===== src/rtl/assert_macros.svh =====
// ----------------------------------------------------------------------------
// assert_macros.svh
// Concurrent assertion shorthands, clocked on clock and disabled in reset.
// ----------------------------------------------------------------------------
`ifndef ASSERT_MACROS_SVH
`define ASSERT_MACROS_SVH

// antecedent holds -> consequent holds in the same cycle
`define SPH_ASSERT_IMPL(label, ante, cons, msg) \
   label: assert property (@(posedge clock) disable iff (reset) (ante) |-> (cons)) \
      else $error(msg);

// antecedent holds -> consequent holds in the next cycle
`define SPH_ASSERT_NEXT(label, ante, cons, msg) \
   label: assert property (@(posedge clock) disable iff (reset) (ante) |=> (cons)) \
      else $error(msg);

`endif


===== src/rtl/sph_pkg.sv =====
// ----------------------------------------------------------------------------
// sph_pkg
// Constants, command type and hash helpers for the seeded path byte hasher.
// ----------------------------------------------------------------------------
package sph_pkg;

   localparam int SPH_QUEUE_DEPTH = 4;

   localparam logic [63:0] FNV_BASIS      = 64'hCBF2_9CE4_8422_2325;
   localparam logic [8:0]  FNV_PRIME_LOW  = 9'h1B3;
   localparam int          FNV_PRIME_SHIFT = 40;

   localparam logic [63:0] SALT_PATH      = 64'h0000_0000_0000_051D;
   localparam logic [63:0] SALT_BASE      = 64'h0000_0000_0000_B45E;
   localparam logic [63:0] SALT_CONTENT   = 64'h0000_0000_00C0_FFEE;

   localparam logic [63:0] FMIX_C1        = 64'hFF51_AFD7_ED55_8CCD;
   localparam logic [63:0] FMIX_C2        = 64'hC4CE_B9FE_1A85_EC53;
   localparam int          FMIX_SHIFT     = 33;

   localparam logic [7:0]  SEP_SLASH      = 8'h2F;
   localparam logic [7:0]  SEP_BACKSLASH  = 8'h5C;

   localparam logic        MODE_PATH      = 1'b0;
   localparam logic        MODE_CONTENT   = 1'b1;

   typedef struct packed {
      logic       mode;
      logic [7:0] data_byte;
      logic       last;
      logic       empty;
      logic       sep;
   } sph_cmd_type;

   // acc' = (acc ^ b) * prime, prime = 2^40 + 0x1B3
   function automatic logic [63:0] fnv_step(input logic [63:0] acc, input logic [7:0] b);
      logic [63:0] x;
      x = acc ^ {56'h0, b};
      return (x << FNV_PRIME_SHIFT) + (x * {55'h0, FNV_PRIME_LOW});
   endfunction

   function automatic logic [63:0] full_start(input logic [63:0] seed, input logic mode);
      return seed ^ ((mode == MODE_CONTENT) ? SALT_CONTENT : SALT_PATH) ^ FNV_BASIS;
   endfunction

   function automatic logic [63:0] base_start(input logic [63:0] seed);
      return seed ^ SALT_BASE ^ FNV_BASIS;
   endfunction

endpackage


===== src/rtl/sph_front.sv =====
// ----------------------------------------------------------------------------
// sph_front
// Accepts request transactions, flags separators and queues commands.
// ----------------------------------------------------------------------------
`include "assert_macros.svh"

module sph_front
   import sph_pkg::*;
#(
   parameter int QueueDepth = SPH_QUEUE_DEPTH
) (
   input  logic        clock,
   input  logic        reset,
   input  logic        req_valid,
   output logic        req_stall,
   input  logic        req_mode,
   input  logic [7:0]  req_data_byte,
   input  logic        req_last,
   input  logic        req_empty_req,
   output logic        cmd_valid,
   output sph_cmd_type cmd,
   input  logic        cmd_take
);

   localparam int PtrWidth   = $clog2(QueueDepth);
   localparam int CountWidth = $clog2(QueueDepth + 1);
   localparam logic [PtrWidth-1:0]   LastPtr   = PtrWidth'(QueueDepth - 1);
   localparam logic [CountWidth-1:0] CountFull = CountWidth'(QueueDepth);

   sph_cmd_type                queue_ff [QueueDepth];
   logic [PtrWidth-1:0]        wr_ptr_ff, wr_ptr_in;
   logic [PtrWidth-1:0]        rd_ptr_ff, rd_ptr_in;
   logic [CountWidth-1:0]      count_ff, count_in;
   logic                       push;
   sph_cmd_type                new_cmd;

   assign req_stall = (count_ff == CountFull);
   assign push      = req_valid && !req_stall;
   assign cmd_valid = (count_ff != '0);
   assign cmd       = queue_ff[rd_ptr_ff];

   always_comb begin
      new_cmd.mode      = req_mode;
      new_cmd.data_byte = req_data_byte;
      new_cmd.last      = req_last;
      new_cmd.empty     = req_empty_req;
      new_cmd.sep       = (req_data_byte == SEP_SLASH) || (req_data_byte == SEP_BACKSLASH);
   end

   always_comb begin
      wr_ptr_in = wr_ptr_ff;
      rd_ptr_in = rd_ptr_ff;
      count_in  = count_ff;
      if (push) begin
         wr_ptr_in = (wr_ptr_ff == LastPtr) ? '0 : wr_ptr_ff + 1'b1;
      end
      if (cmd_take) begin
         rd_ptr_in = (rd_ptr_ff == LastPtr) ? '0 : rd_ptr_ff + 1'b1;
      end
      case ({push, cmd_take})
         2'b10:   count_in = count_ff + 1'b1;
         2'b01:   count_in = count_ff - 1'b1;
         default: count_in = count_ff;
      endcase
   end

   always_ff @(posedge clock) begin
      if (reset) begin
         wr_ptr_ff <= '0;
         rd_ptr_ff <= '0;
         count_ff  <= '0;
      end else begin
         wr_ptr_ff <= wr_ptr_in;
         rd_ptr_ff <= rd_ptr_in;
         count_ff  <= count_in;
      end
   end

   always_ff @(posedge clock) begin
      if (push) begin
         queue_ff[wr_ptr_ff] <= new_cmd;
      end
   end

   `SPH_ASSERT_NEXT(a_pop_drops_count, cmd_take && !push, count_ff == $past(count_ff) - 1'b1, "queue count did not drop on pop")
   `SPH_ASSERT_IMPL(a_take_needs_entry, cmd_take, count_ff != '0, "command taken from empty queue")

endmodule


===== config.mk =====
export PLATFORM = sky130hd
export DESIGN_NAME = sph_front
export DESIGN_NICKNAME = d
export VERILOG_FILES = /design/src/rtl/sph_pkg.sv /design/src/rtl/sph_front.sv
export VERILOG_INCLUDE_DIRS = /design/src /design/src/rtl
export SDC_FILE = /design/constraint.sdc
export NUM_CORES = 1
export LEC_CHECK = 0
export ABC_AREA = 1
export ABC_CLOCK_PERIOD_IN_PS = 1400
export BUFFER_PORTS_ARGS = -buffer_cell sky130_fd_sc_hd__buf_2
export CAP_MARGIN = 20
export CORE_ASPECT_RATIO = 1.1
export CORE_MARGIN = 2
export CORE_UTILIZATION = 51
export CTS_CLUSTER_DIAMETER = 100
export DETAILED_ROUTE_END_ITERATION = 6
export PLACE_DENSITY = 0.75
export SLEW_MARGIN = 20
export SYNTH_ARGS = -nofsm -noshare
export SYNTH_HDL_FRONTEND = slang
export SYNTH_SLANG_ARGS = --single-unit

===== constraint.sdc =====
create_clock -name clock -period 1.4 [get_ports clock]
set_input_delay 0.14 -clock clock [delete_from_list [all_inputs] [get_ports clock]]
set_output_delay 0.14 -clock clock [all_outputs]
set_load 0.1 [all_outputs]

# After elaboration in Yosys (flattened, before gate mapping)
# Memories as Yosys holds them, arrays and structs flattened. A register that Yosys moved wholly into a read port is not among the register bits.
# Index checks and enable logic that the tools add are counted.
[word_totals]
ff_bits = 7
latch_bits = 0
mem_bits_rw = 48
romBits = 0
input_bits = 15
output_inout_bits = 14
wordCells = 27
n_memories = 1
[classes]
n_addsub = 4
n_mul = 0
n_div = 0
magnitude_cmp = 0
eq_ne = 7
shifts = 0
n_mux = 7
bitwise_logic = 0
reduce_logical = 5
[memory_table]
columns = ["name", "depth", "width", "read_ports", "rd_clocked_by_memory_dff", "wr", "line", "text"]
rows = [
  ["queue_ff", 4, 12, 1, 1, 1, "sph_front.sv:30", "sph_cmd_type queue_ff [QueueDepth];"],
]
[op_table]
columns = ["op", "count"]
rows = [
  ["8-bit by 6-bit equality test with 1-bit output, second input constant", 1],
  ["8-bit by 7-bit equality test with 1-bit output, second input constant", 1],
  ["2-bit 2-to-1 mux", 4],
  ["2-bit equality test, second input constant", 3],
  ["3-bit case mux with 2 select lines", 1],
  ["2-bit by 1-bit adder with 2-bit output, second input constant", 2],
  ["3-bit by 1-bit adder with 3-bit output, second input constant", 1],
  ["3-bit equality test, second input constant", 1],
  ["3-bit nonzero test", 1],
  ["3-bit by 1-bit subtractor with 3-bit output, second input constant", 1],
  ["2-bit by 1-bit equality test with 1-bit output, second input constant", 1],
  ["1-bit 2-to-1 mux", 2],
  ["2-bit nonzero test", 1],
  ["1-bit logical AND", 1],
  ["1-bit logical NOT", 1],
  ["1-bit logical OR", 1],
]

# Longest topological paths before layout
[depth]
ltp_word = 5
ltp_mapped = 12
depth_no_buf = 12

# Worst setup path before layout
# Ideal clock, no wire load.
[synth_path]
path_kind = "flip-flop to output port"
from = "register with a tool-made name"
to = "output cmd[1] in the netlist's numbering"
arrival_time_ps = 2097
t_required_ps = 1260
path_slack_ps = -837
stages_incl_launch_ff = 4
n_path_buf = 1
path_cell_list = "dfxtp_1 > buf_4 > nor2_1 > o22ai_1"
[synth_rtl]
columns = ["element", "line", "text"]
rows = [
  ["end, declared", "sph_front.sv:21", "output sph_cmd_type cmd,"],
]

==> impl_results.md <==
* Placed Cells at 290
* Switch share at 0.335
* Worst Skew at 7.41 ps
* Synth cell count leaders: edfxtp_1 (48), nor2_1 (37), inv_1 (19), o21ai_1 (16)
* Vias in the first global route at 1,660
* Combinational power share at 0.330
* Reg clk slew, reported paths at 60 ps
* Clock Latency Late Sink at 330 ps
* Routed wire length at 5390 µm
* Internal Pwr Total at 3210 µW
* Synth area leaders: edfxtp_1 (62%), dfxtp_1 (7.8%), nor2_1 (6.0%)
* Die width at 68.3 µm
* Fin worst setup slack at -250 ps
* Achievable Freq at 606 MHz
* Post-synth EDFFs at 48
* Critical path launch point type: register
* Avg Inst Size Synth at 12.0 µm²
* Ports at 29
* Largest net degree at the start of global routing at 17
* Initial antenna violation count at 0
* Drt wl/cell at 17.1 µm
* Remaining global-route overflow at 0
* Area taken by multi-input logic gates at 976 µm²
* Part of the power in registers at 0.420
* Register area at 0.00163 mm²
* Final GP Congestion at 0.740
* Worst-path maximum fanout at 6
* Input/output buffers at 28
* Chip Height at 74.7 µm
* Final nets at 278
* Clock share of power at 0.249
* Synth Register Bits at 57
* Share of layout cells above drive strength 1 at 0.517
* # setup viols final at 14
* Htree depth at 3
* Fin crit period at 1650 ps
* RSZ-0062 raised after global routing: true
* First-pass GRT wire length at 7450 µm
* Post-synth top area cell: edfxtp_1
* P&R area growth vs syn at 54.3%
* HPWL after DPL at 3060 µm
* Psw at 1620 µW
* Count of different cell masters after synthesis at 21
* CP Buf/Inv Count at 3
* Remaining DRCs at 0
* Worst slew pin tran at 481 ps
* Final cycle utilization of the critical path at 1.18
* Initial DRC Count at 106
* Crit path DAT at 1510 ps
* Root buf cell: clkbuf_8
* Relative slew slack at 0.676
* CP max stage cell: dfxtp_4
* Cell area after synthesis at 0.00232 mm²
* Hold Path Class: in -> reg
* Primary FF master, synth: edfxtp_1
* Crit Path Category: reg -> out
* Pwr/cell area at 1350 mW/mm²
* Antenna Cells at 0
* Critical-path cell list: buf_6, buf_4, nor2_1, o22ai_4, buf_12
* Non-Filler Instances at 315
* Total of fill cells in the finished design at 207
* CORE AREA at 0.00435 mm²
* Outcome: finished with violations
* First-pass iteration count of the detailed router at 4
* Pleak at 0.00133 µW
* Sinks on Clock Net at 57
* Failing checks: negative setup slack
* Family with the most delay on the worst path: buffers and inverters
* Die area at 0.00510 mm²
* Vias at 1,654
* Critical Path RT at 1260 ps
* CTS tree: yes
* Top-area cell type share of the netlist area at 0.622
* Async set-reset flop share out of synthesis at 0
* CP max stage delay at 370 ps
* Synth warnings at 0
* Hold Worst Slack at 22.7 ps
* Syn Inst Count at 193
* Site Rows at 25
* Synth Net Count at 215
* Most frequent cell after synthesis: edfxtp_1
* CTS buffer count at 9
* Vias per Instance at 5.25
* Max-slew violations at 0
* Initial Util at 0.533
* Peak supply drop at 0.775 mV
* Final Hold Fails at 0
* Post-route ant nets at 0
* Total track usage at 0.212
* Clock Path Buffers at 2
* Sequential element share of the synthesized area at 0.699
* CP endpoint kind: primary output
* Maxcap violations at 0
area by class of cell:
type / instances / share of cell area
Sequential cell: 57 / 0.455
Timing Repair Buffer: 58 / 0.188
Tap cell: 54 / 0.0189
Clock buffer: 15 / 0.0409
Clock inverter: 1 / 0.00140
Multi-Input combinational cell: 110 / 0.273
Inverter: 20 / 0.0231
power by group through the flow:
stage,clock network (µW),registers (µW),logic (µW)
6_report,1210,2030,1600
5_1_grt,1300,2040,1680
2_1_floorplan,0,2030,921
3_5_place_dp,0,2040,1310
3_3_place_gp,0,2040,1290
4_1_cts,1230,2020,1510
worst register-to-register path, cell delays in order (launching register included):
cell	delay (ps)
dfxtp_2	330
nor2_4	110
nand2_2	80
nand2_4	80
ha_4	130
inv_2	40
fa_2	330
inv_1	80
nand2_2	60
nand3_2	60
nand2_1	50
inv_1	50
nor2_1	40
sequential cells by signal (all words and copies together), names as in the netlist, named ones only:
register / flops
queue_ff: 48
count_ff: 3
rd_ptr_ff: 2
wr_ptr_ff: 2
metrics by stage:
stage / setup slack, ps / power [µW] / instance area, µm² / TNS [ps] / utilization
final: -250 / 4830 / 3580 / -2100 / 0.823
after global routing: -304 / 5020 / 3580 / -2950 / 0.823
after CTS: -208 / 4760 / 3440 / -2130 / 0.791
after detailed placement: -144 / 3350 / 2980 / -778 / 0.685
after global placement: -82.0 / 3330 / 2980 / -469 / 0.685
after floorplan: -204 / 2950 / 2510 / -394 / -
cells in the final DEF (no fill, tap or decap), types with 3 or more instances in the layout:
cell type	count
edfxtp_1	48
nor2_2	17
buf_12	17
inv_1	16
nor2_1	15
buf_4	15
buf_2	14
o22ai_4	12
o21ai_2	11
nand2_1	10
clkbuf_8	9
o21ai_4	7
buf_6	7
nor2_4	6
o21ai_1	6
clkbuf_1	6
ha_1	5
dfxtp_1	5
o21ai_0	4
buf_8	4
nor3_1	3
a21oi_1	3
dfxtp_2	3
final timing paths:
kind	end	from	slack (ps)	cells after the start
max	cmd[2]	register	-250	5
min	queue_ff[2][1]	req_empty_req	20	1
max reg2reg	count_ff[2]	count_ff[1]	-130	12
min reg2reg	register	rd_ptr_ff[1]	540	2
metal layers:
metal / part of all wire / vias up / GRT usage
met2: 0.56 / 45 / 0.383
met4: 0.0091 / 0 / 0.0800
met5: 0 / - / 0
met1: 0.38 / 797 / 0.223
met3: 0.044 / 6 / 0.0792
li1: - / 806 / -
cell families after synthesis:
family / Yosys count / synth area share
AOI/OAI and AO/OA: 44 / 0.101
DFF: 57 / 0.699
buffers and inverters: 26 / 0.0529
and+or+nand+nor: 59 / 0.105
adders and majority gates: 7 / 0.0410
what timing repair did:
item | CTS | global route
pin swaps | 9 | 8
hold endpoints to repair | 2 | 0
setup buffers | 6 | 3
gates resized for setup | 81 | 29
hold buffers | 1 | 0
gates cloned | 0 | 0
setup endpoints to repair | 16 | 16
Note: power is estimated with default switching activity, not from simulation.
